===== src/rtl/core/tmpb_pkg.sv =====
// Package of the transparency mask plane builder.
// It holds the shared widths, the register index codes and the byte job passed
// from the front end to the write sequencer. It depends on nothing else.
package tmpb_pkg;

    // Widths of the stream fields and of the internal counters.
    localparam int PixelBits = 8;
    localparam int AddrBits  = 16;
    localparam int ByteBits  = 8;
    localparam int DimBits   = 11;
    localparam int ColBits   = 10;
    localparam int PlaneBits = 4;
    localparam int PlaneIdxBits = 3;
    localparam int CfgIdxBits  = 3;
    localparam int CfgDataBits = 11;

    // Clamp limits for the image geometry and plane depth.
    localparam logic [DimBits-1:0]   MaxWidth  = 11'd1024;
    localparam logic [DimBits-1:0]   MaxHeight = 11'd1024;
    localparam logic [PlaneBits-1:0] MaxPlanes = 4'd8;

    // Depth of the job queue between front end and sequencer.
    localparam int QueueDepth = 4;
    localparam int QueuePtrBits = 2;
    localparam int QueueCntBits = 3;

    // Register index codes of the configuration port.
    typedef enum logic [CfgIdxBits-1:0] {
        CFG_TRANSPARENT_COLOR = 3'd0,
        CFG_IMAGE_WIDTH       = 3'd1,
        CFG_IMAGE_HEIGHT      = 3'd2,
        CFG_PLANE_COUNT       = 3'd3,
        CFG_PLANE_ROW_BYTES   = 3'd4,
        CFG_INTERLEAVED       = 3'd5
    } cfg_index_t;

    // One completed mask byte and how to replicate it over the planes.
    typedef struct packed {
        logic [AddrBits-1:0]     addr;
        logic [ByteBits-1:0]     data;
        logic [PlaneIdxBits-1:0] last_plane;
        logic [ByteBits-1:0]     step;
        logic                    img_end;
    } job_t;

endpackage


===== src/rtl/core/tmpb_front.sv =====
// Front end of the mask builder: configuration registers, raster position
// tracking and mask bit packing. Each finished byte is handed out as a job.
// Depends on tmpb_pkg.
module tmpb_front (
    input  logic                              aclk,
    input  logic                              aresetn,
    input  logic                              cfg_wr_en,
    input  logic [tmpb_pkg::CfgIdxBits-1:0]   cfg_index,
    input  logic [tmpb_pkg::CfgDataBits-1:0]  cfg_wdata,
    input  logic                              pix_fire,
    input  logic [tmpb_pkg::PixelBits-1:0]    pix_color,
    output logic                              job_push,
    output tmpb_pkg::job_t                    job
);

    logic [tmpb_pkg::PixelBits-1:0] transparent_reg;
    logic [tmpb_pkg::DimBits-1:0]   width_reg;
    logic [tmpb_pkg::DimBits-1:0]   height_reg;
    logic [tmpb_pkg::PlaneBits-1:0] planes_reg;
    logic [tmpb_pkg::ByteBits-1:0]  row_bytes_reg;
    logic                           interleaved_reg;

    logic [tmpb_pkg::ColBits-1:0]   column_reg, column_next;
    logic [tmpb_pkg::ColBits-1:0]   row_reg, row_next;
    logic [2:0]                     bitpos_reg, bitpos_next;
    logic [tmpb_pkg::ByteBits-1:0]  acc_reg, acc_next;
    logic [tmpb_pkg::AddrBits-1:0]  baddr_reg, baddr_next;

    logic [tmpb_pkg::DimBits-1:0]      width_eff;
    logic [tmpb_pkg::DimBits-1:0]      height_eff;
    logic [tmpb_pkg::PlaneBits-1:0]    planes_eff;
    logic [tmpb_pkg::PlaneIdxBits-1:0] last_plane;
    logic [tmpb_pkg::DimBits-1:0]      stride;
    logic [tmpb_pkg::ByteBits-1:0]     acc_set;
    logic                              byte_done;
    logic                              row_end;
    logic                              img_end;
    logic [tmpb_pkg::AddrBits-1:0]     baddr_inc;

    // Configuration registers, written one at a time.
    always_ff @(posedge aclk) begin
        if (!aresetn) begin
            transparent_reg <= '0;
            width_reg       <= 11'd8;
            height_reg      <= 11'd1;
            planes_reg      <= 4'd1;
            row_bytes_reg   <= 8'd1;
            interleaved_reg <= 1'b0;
        end else if (cfg_wr_en) begin
            case (cfg_index)
                tmpb_pkg::CFG_TRANSPARENT_COLOR: transparent_reg <= cfg_wdata[7:0];
                tmpb_pkg::CFG_IMAGE_WIDTH:       width_reg       <= cfg_wdata;
                tmpb_pkg::CFG_IMAGE_HEIGHT:      height_reg      <= cfg_wdata;
                tmpb_pkg::CFG_PLANE_COUNT:       planes_reg      <= cfg_wdata[3:0];
                tmpb_pkg::CFG_PLANE_ROW_BYTES:   row_bytes_reg   <= cfg_wdata[7:0];
                tmpb_pkg::CFG_INTERLEAVED:       interleaved_reg <= cfg_wdata[0];
                default: ;
            endcase
        end
    end

    // Effective geometry: zero counts act as one, large ones saturate.
    always_comb begin
        if (width_reg == '0)
            width_eff = 11'd1;
        else if (width_reg > tmpb_pkg::MaxWidth)
            width_eff = tmpb_pkg::MaxWidth;
        else
            width_eff = width_reg;

        if (height_reg == '0)
            height_eff = 11'd1;
        else if (height_reg > tmpb_pkg::MaxHeight)
            height_eff = tmpb_pkg::MaxHeight;
        else
            height_eff = height_reg;

        if (planes_reg == '0)
            planes_eff = 4'd1;
        else if (planes_reg > tmpb_pkg::MaxPlanes)
            planes_eff = tmpb_pkg::MaxPlanes;
        else
            planes_eff = planes_reg;
    end

    // Plane replication count and the row skip over the other planes.
    logic [tmpb_pkg::PlaneBits-1:0] planes_m1;
    assign planes_m1  = planes_eff - 4'd1;
    assign last_plane = interleaved_reg ? planes_m1[2:0] : 3'd0;
    assign stride     = interleaved_reg ? (11'(row_bytes_reg) * 11'(planes_m1[2:0])) : '0;

    // Position flags and the accumulator with this pixel's bit merged in.
    assign row_end   = (11'(column_reg) + 11'd1) >= width_eff;
    assign img_end   = row_end && ((11'(row_reg) + 11'd1) >= height_eff);
    assign byte_done = (bitpos_reg == 3'd0);
    assign acc_set   = acc_reg |
                       ((pix_color != transparent_reg) ? (8'd1 << bitpos_reg) : 8'd0);
    assign baddr_inc = baddr_reg + (byte_done ? 16'd1 : 16'd0);

    // Next raster position, bit slot and byte address.
    always_comb begin
        column_next = column_reg;
        row_next    = row_reg;
        bitpos_next = bitpos_reg;
        acc_next    = acc_reg;
        baddr_next  = baddr_reg;
        if (pix_fire) begin
            if (row_end) begin
                column_next = '0;
                bitpos_next = 3'd7;
                acc_next    = '0;
                if (img_end) begin
                    row_next   = '0;
                    baddr_next = '0;
                end else begin
                    row_next   = row_reg + 10'd1;
                    baddr_next = baddr_inc + 16'(stride);
                end
            end else begin
                column_next = column_reg + 10'd1;
                baddr_next  = baddr_inc;
                if (byte_done) begin
                    bitpos_next = 3'd7;
                    acc_next    = '0;
                end else begin
                    bitpos_next = bitpos_reg - 3'd1;
                    acc_next    = acc_set;
                end
            end
        end
    end

    always_ff @(posedge aclk) begin
        if (!aresetn) begin
            column_reg <= '0;
            row_reg    <= '0;
            bitpos_reg <= 3'd7;
            acc_reg    <= '0;
            baddr_reg  <= '0;
        end else begin
            column_reg <= column_next;
            row_reg    <= row_next;
            bitpos_reg <= bitpos_next;
            acc_reg    <= acc_next;
            baddr_reg  <= baddr_next;
        end
    end

    // A job leaves with every pixel that fills the last bit slot of a byte.
    assign job_push        = pix_fire && byte_done;
    assign job.addr        = baddr_reg;
    assign job.data        = acc_set;
    assign job.last_plane  = last_plane;
    assign job.step        = row_bytes_reg;
    assign job.img_end     = img_end;

endmodule


===== src/rtl/core/tmpb_queue.sv =====
// Short job queue between the front end and the write sequencer.
// A small register array with read and write pointers. Depends on tmpb_pkg.
module tmpb_queue (
    input  logic           aclk,
    input  logic           aresetn,
    input  logic           push,
    input  tmpb_pkg::job_t push_job,
    output logic           full,
    input  logic           pop,
    output logic           not_empty,
    output tmpb_pkg::job_t head_job
);

    tmpb_pkg::job_t mem_reg [tmpb_pkg::QueueDepth];
    logic [tmpb_pkg::QueuePtrBits-1:0] wr_ptr_reg, rd_ptr_reg;
    logic [tmpb_pkg::QueueCntBits-1:0] count_reg;
    logic do_push, do_pop;

    assign full      = (count_reg == tmpb_pkg::QueueCntBits'(tmpb_pkg::QueueDepth));
    assign not_empty = (count_reg != '0);
    assign do_push   = push && !full;
    assign do_pop    = pop && not_empty;
    assign head_job  = mem_reg[rd_ptr_reg];

    // Storage needs no reset; only the entries between the pointers are read.
    always_ff @(posedge aclk) begin
        if (do_push)
            mem_reg[wr_ptr_reg] <= push_job;
    end

    // Pointers and fill count.
    always_ff @(posedge aclk) begin
        if (!aresetn) begin
            wr_ptr_reg <= '0;
            rd_ptr_reg <= '0;
            count_reg  <= '0;
        end else begin
            if (do_push)
                wr_ptr_reg <= wr_ptr_reg + 2'd1;
            if (do_pop)
                rd_ptr_reg <= rd_ptr_reg + 2'd1;
            if (do_push && !do_pop)
                count_reg <= count_reg + 3'd1;
            else if (do_pop && !do_push)
                count_reg <= count_reg - 3'd1;
        end
    end

endmodule


===== src/rtl/core/tmpb_back.sv =====
// Write sequencer of the mask builder: expands each byte job into one write
// per plane copy, driven from registers. Depends on tmpb_pkg.
module tmpb_back (
    input  logic                           aclk,
    input  logic                           aresetn,
    input  logic                           job_avail,
    input  tmpb_pkg::job_t                 job,
    output logic                           job_pop,
    output logic                           wr_valid,
    input  logic                           wr_ready,
    output logic [tmpb_pkg::AddrBits-1:0]  wr_addr,
    output logic [tmpb_pkg::ByteBits-1:0]  wr_byte,
    output logic                           wr_last,
    output logic                           wr_done
);

    logic                              busy_reg, busy_next;
    logic [tmpb_pkg::AddrBits-1:0]     addr_reg, addr_next;
    logic [tmpb_pkg::ByteBits-1:0]     data_reg, data_next;
    logic [tmpb_pkg::PlaneIdxBits-1:0] plane_reg, plane_next;
    logic [tmpb_pkg::PlaneIdxBits-1:0] last_plane_reg, last_plane_next;
    logic [tmpb_pkg::ByteBits-1:0]     step_reg, step_next;
    logic                              img_end_reg, img_end_next;
    logic                              is_last;
    logic                              wr_fire;

    assign is_last = (plane_reg == last_plane_reg);
    assign wr_fire = busy_reg && wr_ready;
    assign job_pop = job_avail && (!busy_reg || (wr_fire && is_last));

    // Advance over the plane copies, loading the next job after the last one.
    always_comb begin
        busy_next       = busy_reg;
        addr_next       = addr_reg;
        data_next       = data_reg;
        plane_next      = plane_reg;
        last_plane_next = last_plane_reg;
        step_next       = step_reg;
        img_end_next    = img_end_reg;
        if (job_pop) begin
            busy_next       = 1'b1;
            addr_next       = job.addr;
            data_next       = job.data;
            plane_next      = '0;
            last_plane_next = job.last_plane;
            step_next       = job.step;
            img_end_next    = job.img_end;
        end else if (wr_fire) begin
            if (is_last) begin
                busy_next = 1'b0;
            end else begin
                addr_next  = addr_reg + 16'(step_reg);
                plane_next = plane_reg + 3'd1;
            end
        end
    end

    always_ff @(posedge aclk) begin
        if (!aresetn) begin
            busy_reg <= 1'b0;
        end else begin
            busy_reg <= busy_next;
        end
    end

    always_ff @(posedge aclk) begin
        addr_reg       <= addr_next;
        data_reg       <= data_next;
        plane_reg      <= plane_next;
        last_plane_reg <= last_plane_next;
        step_reg       <= step_next;
        img_end_reg    <= img_end_next;
    end

    assign wr_valid = busy_reg;
    assign wr_addr  = addr_reg;
    assign wr_byte  = data_reg;
    assign wr_last  = is_last;
    assign wr_done  = is_last && img_end_reg;

endmodule


===== src/rtl/core/transparency_mask_plane_builder_top.sv =====
// Top level of the transparency mask plane builder.
// Instantiates tmpb_front, tmpb_queue and tmpb_back; depends on tmpb_pkg.
//
//  channel  | direction | tdata (low bit up)                    | side band
//  s_axis   | in        | pixel_color[7:0]                      | none
//  m_axis   | out       | write_address[15:0], write_byte[7:0]  | tlast last_write,
//           |           |                                       | tuser image_done
//  cfg      | in        | cfg_wdata per register, cfg_index     | cfg_wr_en
//
// One pixel is accepted per cycle while the four-entry job queue has room.
// Each completed byte leaves as one write per plane copy (one copy, or plane_count copies,
// clamped to 1..8, in interleaved mode), one per cycle while m_tready is high, paced by the
// sequencer. Sustained rate is one pixel per cycle while the copies per byte stay at or
// below eight and m_tready is high; each byte's job is registered in the queue and then
// in the sequencer before its first write leaves. Synchronous active-low reset clears all
// control state; m_tready stalls only the sequencer until the queue fills, then s_tready drops.
module transparency_mask_plane_builder_top (
    input  logic                              aclk,
    input  logic                              aresetn,
    // Configuration write port.
    input  logic                              cfg_wr_en,
    input  logic [tmpb_pkg::CfgIdxBits-1:0]   cfg_index,
    input  logic [tmpb_pkg::CfgDataBits-1:0]  cfg_wdata,
    // Pixel stream.
    input  logic                              s_tvalid,
    output logic                              s_tready,
    input  logic [7:0]                        s_tdata,  // pixel_color[7:0]
    // Mask write stream.
    output logic                              m_tvalid,
    input  logic                              m_tready,
    output logic [23:0]                       m_tdata,  // write_address[15:0], write_byte[23:16]
    output logic                              m_tlast,  // last_write
    output logic                              m_tuser   // image_done
);

    logic           pix_fire;
    logic           job_push;
    tmpb_pkg::job_t push_job;
    logic           queue_full;
    logic           queue_pop;
    logic           queue_avail;
    tmpb_pkg::job_t head_job;
    logic [tmpb_pkg::AddrBits-1:0] wr_addr;
    logic [tmpb_pkg::ByteBits-1:0] wr_byte;

    assign s_tready = !queue_full;
    assign pix_fire = s_tvalid && s_tready;

    // Front end: position tracking and bit packing.
    tmpb_front u_front (
        .aclk      (aclk),
        .aresetn   (aresetn),
        .cfg_wr_en (cfg_wr_en),
        .cfg_index (cfg_index),
        .cfg_wdata (cfg_wdata),
        .pix_fire  (pix_fire),
        .pix_color (s_tdata),
        .job_push  (job_push),
        .job       (push_job)
    );

    // Byte jobs waiting for the sequencer.
    tmpb_queue u_queue (
        .aclk      (aclk),
        .aresetn   (aresetn),
        .push      (job_push),
        .push_job  (push_job),
        .full      (queue_full),
        .pop       (queue_pop),
        .not_empty (queue_avail),
        .head_job  (head_job)
    );

    // Sequencer: plane copies of each byte.
    tmpb_back u_back (
        .aclk      (aclk),
        .aresetn   (aresetn),
        .job_avail (queue_avail),
        .job       (head_job),
        .job_pop   (queue_pop),
        .wr_valid  (m_tvalid),
        .wr_ready  (m_tready),
        .wr_addr   (wr_addr),
        .wr_byte   (wr_byte),
        .wr_last   (m_tlast),
        .wr_done   (m_tuser)
    );

    assign m_tdata = {wr_byte, wr_addr};

endmodule


===== config.mk =====
export PLATFORM = sky130hd
export DESIGN_NAME = transparency_mask_plane_builder_top
export DESIGN_NICKNAME = d
export VERILOG_FILES = /design/src/rtl/core/tmpb_pkg.sv /design/src/rtl/core/tmpb_front.sv /design/src/rtl/core/tmpb_queue.sv /design/src/rtl/core/tmpb_back.sv /design/src/rtl/core/transparency_mask_plane_builder_top.sv
export SDC_FILE = /design/constraint.sdc
export NUM_CORES = 1
export LEC_CHECK = 0
export BUFFER_PORTS_ARGS = -buffer_cell sky130_fd_sc_hd__buf_2
export CORE_MARGIN = 4
export CORE_UTILIZATION = 60
export CTS_CLUSTER_DIAMETER = 150
export DETAILED_ROUTE_END_ITERATION = 10
export HOLD_SLACK_MARGIN = 0.1
export PLACE_DENSITY = 0.78
export RECOVER_POWER = 100
export SYNTH_ARGS = -nofsm -noshare
export SYNTH_HDL_FRONTEND = slang
export SYNTH_SLANG_ARGS = --single-unit

===== constraint.sdc =====
create_clock -name aclk -period 10.7 [get_ports aclk]
set_input_delay 2.14 -clock aclk [delete_from_list [all_inputs] [get_ports aclk]]
set_output_delay 2.14 -clock aclk [all_outputs]
set_load 0.1 [all_outputs]

==> summary.md, run 1 <==
| Metric | Value |
|---|---|
| CP Capture Type | register |
| Synth Area in Compound Gates | 0.0986 |
| Slew margin rel. | -1.72 |
| Die width | 159 µm |
| Largest net degree at the start of global routing | 88 |
| Crit Path Max Fanout | 10 |
| FP Rows | 54 |
| Min-Delay Path Depth | 2 |
| TritonCTS clock tree | done |
| Syn Area/Cell | 11.5 µm² |
| Cell variety after synth | 63 |
| Highest-delay cell along the critical path | fa_1 |
| Hold-fix buffers at CTS | 0 |
| Final nets | 1347 |
| DR WL/cell | 18.0 µm |
| Tightest Pin Transition | 4.08 ns |
| P&R area growth vs syn | 10.6% |
| Share of the synthesized area in the top cell type | 0.395 |
| Async set or reset register ratio after synthesis | 0 |
| Sequential area share after synthesis | 0.546 |
| Routability-driven placement congestion ratio | 0.833 |
| XOR/XNOR Fraction of Synth Area | 0.0409 |
| HP Class | register to register |
| CTS resizes | 0 |
| Max incr delay on CP | 0.50 ns |
| Die H | 159 µm |
| Final setup margin | 4.91 ns |
| Vias per cell | 5.92 |
| Die area | 25300 µm² |
| Peak supply drop | 0.170 mV |
| Iter 0 DRT Violations | 863 |
| Global route overflow | 0 |
| Mapped cell area | 13700 µm² |
| Max-cap violation count | 8 |
| Worst-path clk slew | 0.06 ns |
| #FFs+latches synth | 283 |
| Synth warn | 0 |
| Reg area | 7470 µm² |
| Total negative setup slack | 0 ns |
| Post-synth EDFFs | 180 |
| Top cells by area, synth | edfxtp_1 40%, dfxtp_1 15%, ha_1 6.1%, mux4_2 5.9%, nand2_1 4.7% |
| Final Hold Viols | 0 |
| Status | finished with violations |
| CTS max path bufs | 3 |
| Antenna Cells | 0 |
| Placed Instances | 1492 |
| H-Tree Depth | 1 |
| PD cells | 235 nW/µm² |
| GRT Util Overall | 0.220 |
| Initial Utilization | 0.619 |
| Synth Area in Adders | 0.0768 |
| Main combinational cell family by area after synthesis | simple AND/OR/NAND/NOR gates |
| TritonRoute pass-1 iters | 5 |
| Layout fillers | 1607 |
| CP startpoint kind | register |
| Drt total wl | 27800 µm |
| Place WS | 5.03 ns |
| Max FFs per register | 144 |
| Setup Viol. Count Final | 0 |
| Final setup skew | 0.0119 ns |
| Synth area leader | edfxtp_1 |
| Ys flop type | edfxtp_1 |
| Clock tree root driver cell | clkbuf_16 |
| Top-Level Pins | 55 |
| Leak | 0.00572 µW |
| RSZ-0062 raised after global routing | false |
| Final Max Tran Viols | 341 |
| Latest clock arrival within the worst-skew pair | 0.54 ns |
| R2R depth | 25 |
| Core box area | 22100 µm² |
| Synthesized Nets | 1294 |
| Clk sink count | 283 |
| Most Frequent Cell on Critical Path | ha_1 |
| Drt drc | 0 |
| Antenna-violating nets left | 0 |
| IO Port Bufs | 54 |
| Initial antenna violation count | 0 |
| Global-route wire length before repair | 46600 µm |
| Failing checks | capacitance limit, slew limit |
| Setup bufs post-CTS | 0 |
| CP arrival | 6.02 ns |
| Share of cells above drive strength 1 | 0.0941 |
| Vias post-DR | 9145 |
| Critical path class | register to register |
| Req. time, crit path | 10.93 ns |
| Post-Synth Simple-Gate Area | 0.147 |
| Detailed placement HPWL | 18300 µm |
| Footprint of the multi-input gates | 5850 µm² |
| Multiplexer area fraction after synthesis | 0.0651 |
| Min Tclk post-route | 5.79 ns |
| Worst Hold Slack | 0.465 ns |
| Period Utilization, post-route | 0.541 |
| Finished Layout Cells | 1545 |
| Post-Synthesis Cells | 1190 |
| CTS Buf Count | 29 |
| Fmax | 173 MHz |
| Vias in the first global route | 9231 |
## cell usage in the layout (no fill, tap or decap), drive strengths merged, types with 4 or more instances in the layout
master	Yosys	routed
a211oi	9	9
a21o	21	21
a21oi	92	92
a22oi	12	12
a31oi	10	10
and2	21	21
and3	31	31
buf	8	23
bufinv	0	5
clkbuf	37	81
clkinv	3	12
dfxtp	103	103
edfxtp	180	180
fa	10	10
ha	67	67
inv	36	37
mux2i	8	8
mux4	36	36
nand2	172	172
nand2b	14	14
nand3	46	46
nand3b	11	11
nor2	68	68
nor2b	12	12
nor3	13	13
nor4	7	7
o211ai	4	4
o21a	4	4
o21ai	46	46
o21bai	7	7
o31ai	5	5
or3	5	5
or4	6	6
xnor2	25	25
xor2	38	38
## cell usage after synthesis, types with 5 or more instances
library cell	number
xor2_1	38
a211oi_1	9
a21o_1	21
nand3_1	43
nand2b_1	14
and2_1	21
o21bai_1	7
edfxtp_1	180
o21ai_1	5
fa_1	10
a22oi_1	12
nand2_1	172
o21ai_0	41
ha_1	67
dfxtp_1	103
a31oi_1	10
inv_1	35
nor3_1	11
nand3b_1	11
clkbuf_1	37
xnor2_1	24
nor4_1	7
or4_1	6
mux2i_1	8
mux4_2	36
a21oi_1	91
nor2b_1	12
and3_1	30
nor2_1	67
## stage by stage
stage	instance area [µm²]	utilization	power, µW
after floorplan	13700	-	2320
after global placement	14200	0.643	2510
after detailed placement	14200	0.643	2530
after CTS	15200	0.689	3590
after global routing	15100	0.685	3740
final	15100	0.685	3560
## cell type report
class                   instances  area share
clock buffers                  37      0.0526
inverters                      39     0.00968
repair buffers                 67      0.0190
flip-flops and latches        283       0.494
well taps                     280      0.0232
clock inverters                16      0.0147
multi-input cells             823       0.387
## power breakdown
group | switching, µW | total (µW) | internal (µW)
registers | 72.9 | 1390 | 1320
clock network | 412 | 1060 | 647
logic | 819 | 1110 | 287
## worst max-delay path, delay by kind of cell (launching register included)
kind,cells,cell delay (ns)
flip-flops,1,0.35
AND/OR/NAND/NOR,6,0.84
AO/OA/AOI/OAI,10,2.11
adder cells (fa/ha/maj),5,1.69
XOR/XNOR,2,0.40
buffers and inverters,2,0.13
## metal layers
layer / track usage / routed length (µm)
met1: 0.305 / 12400
met2: 0.376 / 13600
met3: 0.0277 / 1400
met4: 0.0560 / 479
met5: 0 / 0
## path summary, 6_finish.rpt
path                                    from                         end  slack, ns
setup reg to reg       u_front.planes_reg[1]       u_front.baddr_reg[15]       4.91
hold reg to reg   u_front.transparent_reg[1]  u_front.transparent_reg[1]       0.47
setup / recovery       u_front.planes_reg[1]       u_front.baddr_reg[15]       4.91
hold / removal    u_front.transparent_reg[1]  u_front.transparent_reg[1]       0.47
## cells by family after synthesis
kind of cell,count (synthesis)
and+or+nand+nor,417
DFF,283
AOI/OAI and AO/OA,221
buffers and inverters,84
adders and majority gates,78
xor gates and xnor gates,63
muxes,44
No activity file was read; power rests on OpenSTA's default activity.
==> run 2, diff against run 1 <==
CORE_UTILIZATION = 56   (was 60)
PLACE_DENSITY = 0.76   (was 0.78)
clock period = 4.8 ns   (was 10.7 ns; I/O delays follow)
==> run 2 against run 1 <==
The flow now finishes without violations. Maximum frequency rose by 21%. Highest routed layer unchanged. Largest cell class unchanged. Clock power rose by 100%. Non-clock buffer count is 21 higher. Power up 120%. Critical path type unchanged.
==> summary.md, run 2 (synthesized netlist as in run 1, its figures left out) <==
| Metric | Value |
|---|---|
| Status | finished, final reports clean |
| Drt drc | 0 |
| Final setup margin | 0.0157 ns |
| Core box area | 23800 µm² |
| Peak supply drop | 0.659 mV |
| Tightest Pin Transition | 0.840 ns |
| Vias post-DR | 9287 |
| FP Rows | 56 |
| Post-DP Area | 14400 µm² |
| Family with the most delay on the worst path | compound AO/OA/AOI/OAI gates |
| Highest-delay cell along the critical path | fa_1 |
| CP Capture Type | register |
| Commonest non-fill, non-tap cells in the layout | 180 x edfxtp_1, 170 x nand2_1, 100 x dfxtp_1 |
| CP startpoint kind | register |
| Global-route wire length before repair | 46100 µm |
| IO Port Bufs | 54 |
| Slew margin rel. | 0.440 |
| CTS Buf Count | 29 |
| Detailed placement HPWL | 19300 µm |
| Place WS | -0.0587 ns |
| Initial Utilization | 0.576 |
| Share of cells above drive strength 1 | 0.159 |
| Final nets | 1368 |
| Antenna-violating nets left | 0 |
| Post-layout power | 7790 µW |
| Max-cap violation count | 0 |
| GRT Util Overall | 0.211 |
| Clk sink count | 283 |
| RSZ-0062 raised after global routing | true |
| Max FFs per register | 144 |
| Vias per cell | 5.79 |
| Fmax | 209 MHz |
| CTS max path bufs | 3 |
| Final setup skew | 0.0109 ns |
| Largest net degree at the start of global routing | 67 |
| CP arrival | 5.24 ns |
| Latest clock arrival within the worst-skew pair | 0.54 ns |
| Routability-driven placement congestion ratio | 0.830 |
| CP Buf/Inv Count | 1 |
| PD cells | 504 nW/µm² |
| Final Hold Viols | 0 |
| Die H | 164 µm |
| Req. time, crit path | 5.26 ns |
| Critical path class | register to register |
| Drt total wl | 28500 µm |
| TritonRoute pass-1 iters | 5 |
| Leak | 0.00593 µW |
| TritonCTS clock tree | done |
| Top-Level Pins | 55 |
| Final Max Tran Viols | 0 |
| Total negative setup slack | 0 ns |
| Global route overflow | 0 |
| Max incr delay on CP | 0.56 ns |
| Clock tree root driver cell | clkbuf_16 |
| Period Utilization, post-route | 0.997 |
| Antenna Cells | 0 |
| H-Tree Depth | 1 |
| Setup Viol. Count Final | 0 |
| Min Tclk post-route | 4.78 ns |
| Final core occ | 0.650 |
| Final Cell Area | 15400 µm² |
| Die width | 164 µm |
| Die area | 27000 µm² |
| Iter 0 DRT Violations | 808 |
| Worst-path clk slew | 0.06 ns |
| Crit Path Max Fanout | 5 |
| Commonest non-fill, non-tap cell in the layout | edfxtp_1 |
| HP Class | register to register |
| DR WL/cell | 17.8 µm |
| Initial antenna violation count | 0 |
| Worst-path cell chain | nor2_4 -> o21bai_4 -> ha_4 -> xnor2_4 -> nand2_2 -> fa_1 -> inv_1 -> ha_1 -> a21o_1 -> a21oi_2 -> o21bai_1 -> a21oi_2 -> o21bai_1 -> a21oi_1 -> xnor2_1 -> and2_1 -> ha_4 -> and3_1 -> o211ai_1 -> a21oi_4 -> o2111a_1 -> a31oi_2 -> or4_1 -> a31oi_1 |
| Vias in the first global route | 9129 |
| P&R area growth vs syn | 13.0% |
## run 2: repair_timing
action                                  CTS  global route
hold buffers                              0             0
endpoints found under the hold margin     0             0
resized for setup                         3            14
setup buffers                             1             2
endpoints found under the setup margin    3             6
pin swaps                                 3            18
gates cloned                              0             0
## run 2: where the power goes
| part | internal, µW | leakage (µW) | total, µW | switching (µW) |
|---|---|---|---|---|
| sequential | 2940 | 0.00250 | 3140 | 203 |
| combinational | 697 | 0.00298 | 2500 | 1800 |
| clock | 1240 | 0.000448 | 2150 | 913 |
| total | 4870 | 0.00593 | 7790 | 2920 |
## run 2: final timing paths
path | from | slack [ns] | end | cells past startpoint
worst min register to register | u_front.acc_reg[7] | 0.46 | u_front.acc_reg[7] | 2
worst min-delay path | u_front.acc_reg[7] | 0.46 | u_front.acc_reg[7] | 2
worst max-delay path | u_front.planes_reg[2] | 0.02 | u_front.baddr_reg[15] | 24
worst max register to register | u_front.planes_reg[2] | 0.02 | u_front.baddr_reg[15] | 24
## run 2: area by class of cell
cell class | instances | area, µm²
fillers | 1724 | 8300
flip-flops and latches | 283 | 7470
multi-input cells | 823 | 6000
clock buffers | 36 | 762
repair buffers | 88 | 526
well taps | 319 | 399
clock inverters | 17 | 149
inverters | 39 | 146
## run 2: metal layers
layer  wire [µm]  up-vias  global-route usage  share of wire
li1            -     4475                   -              -
met1       12400     4518               0.288           0.43
met2       14100      249               0.362           0.49
met3        1630       45              0.0334          0.057
met4         419        0              0.0438          0.015
met5           0        -                   0              0
## run 2: worst reg2reg max path, cell delays in order, from the launching register on
cell and delay [ns]:
dfxtp_2 0.33, nor2_4 0.12, o21bai_4 0.08, ha_4 0.18, xnor2_4 0.20, nand2_2 0.09
fa_1 0.56, inv_1 0.06, ha_1 0.28, a21o_1 0.18, a21oi_2 0.14, o21bai_1 0.11
a21oi_2 0.17, o21bai_1 0.08, a21oi_1 0.15, xnor2_1 0.07, and2_1 0.18, ha_4 0.30
and3_1 0.17, o211ai_1 0.14, a21oi_4 0.19, o2111a_1 0.23, a31oi_2 0.06, or4_1 0.52
a31oi_1 0.13
## run 2: through the flow
step / cells / hold WS (ns)
5_1_grt: 1605 / 0.485
6_report: 1605 / 0.461
4_1_cts: 1603 / 0.458
3_3_place_gp: 1549 / 0.446
2_1_floorplan: 1190 / 0.432
3_5_place_dp: 1549 / 0.451
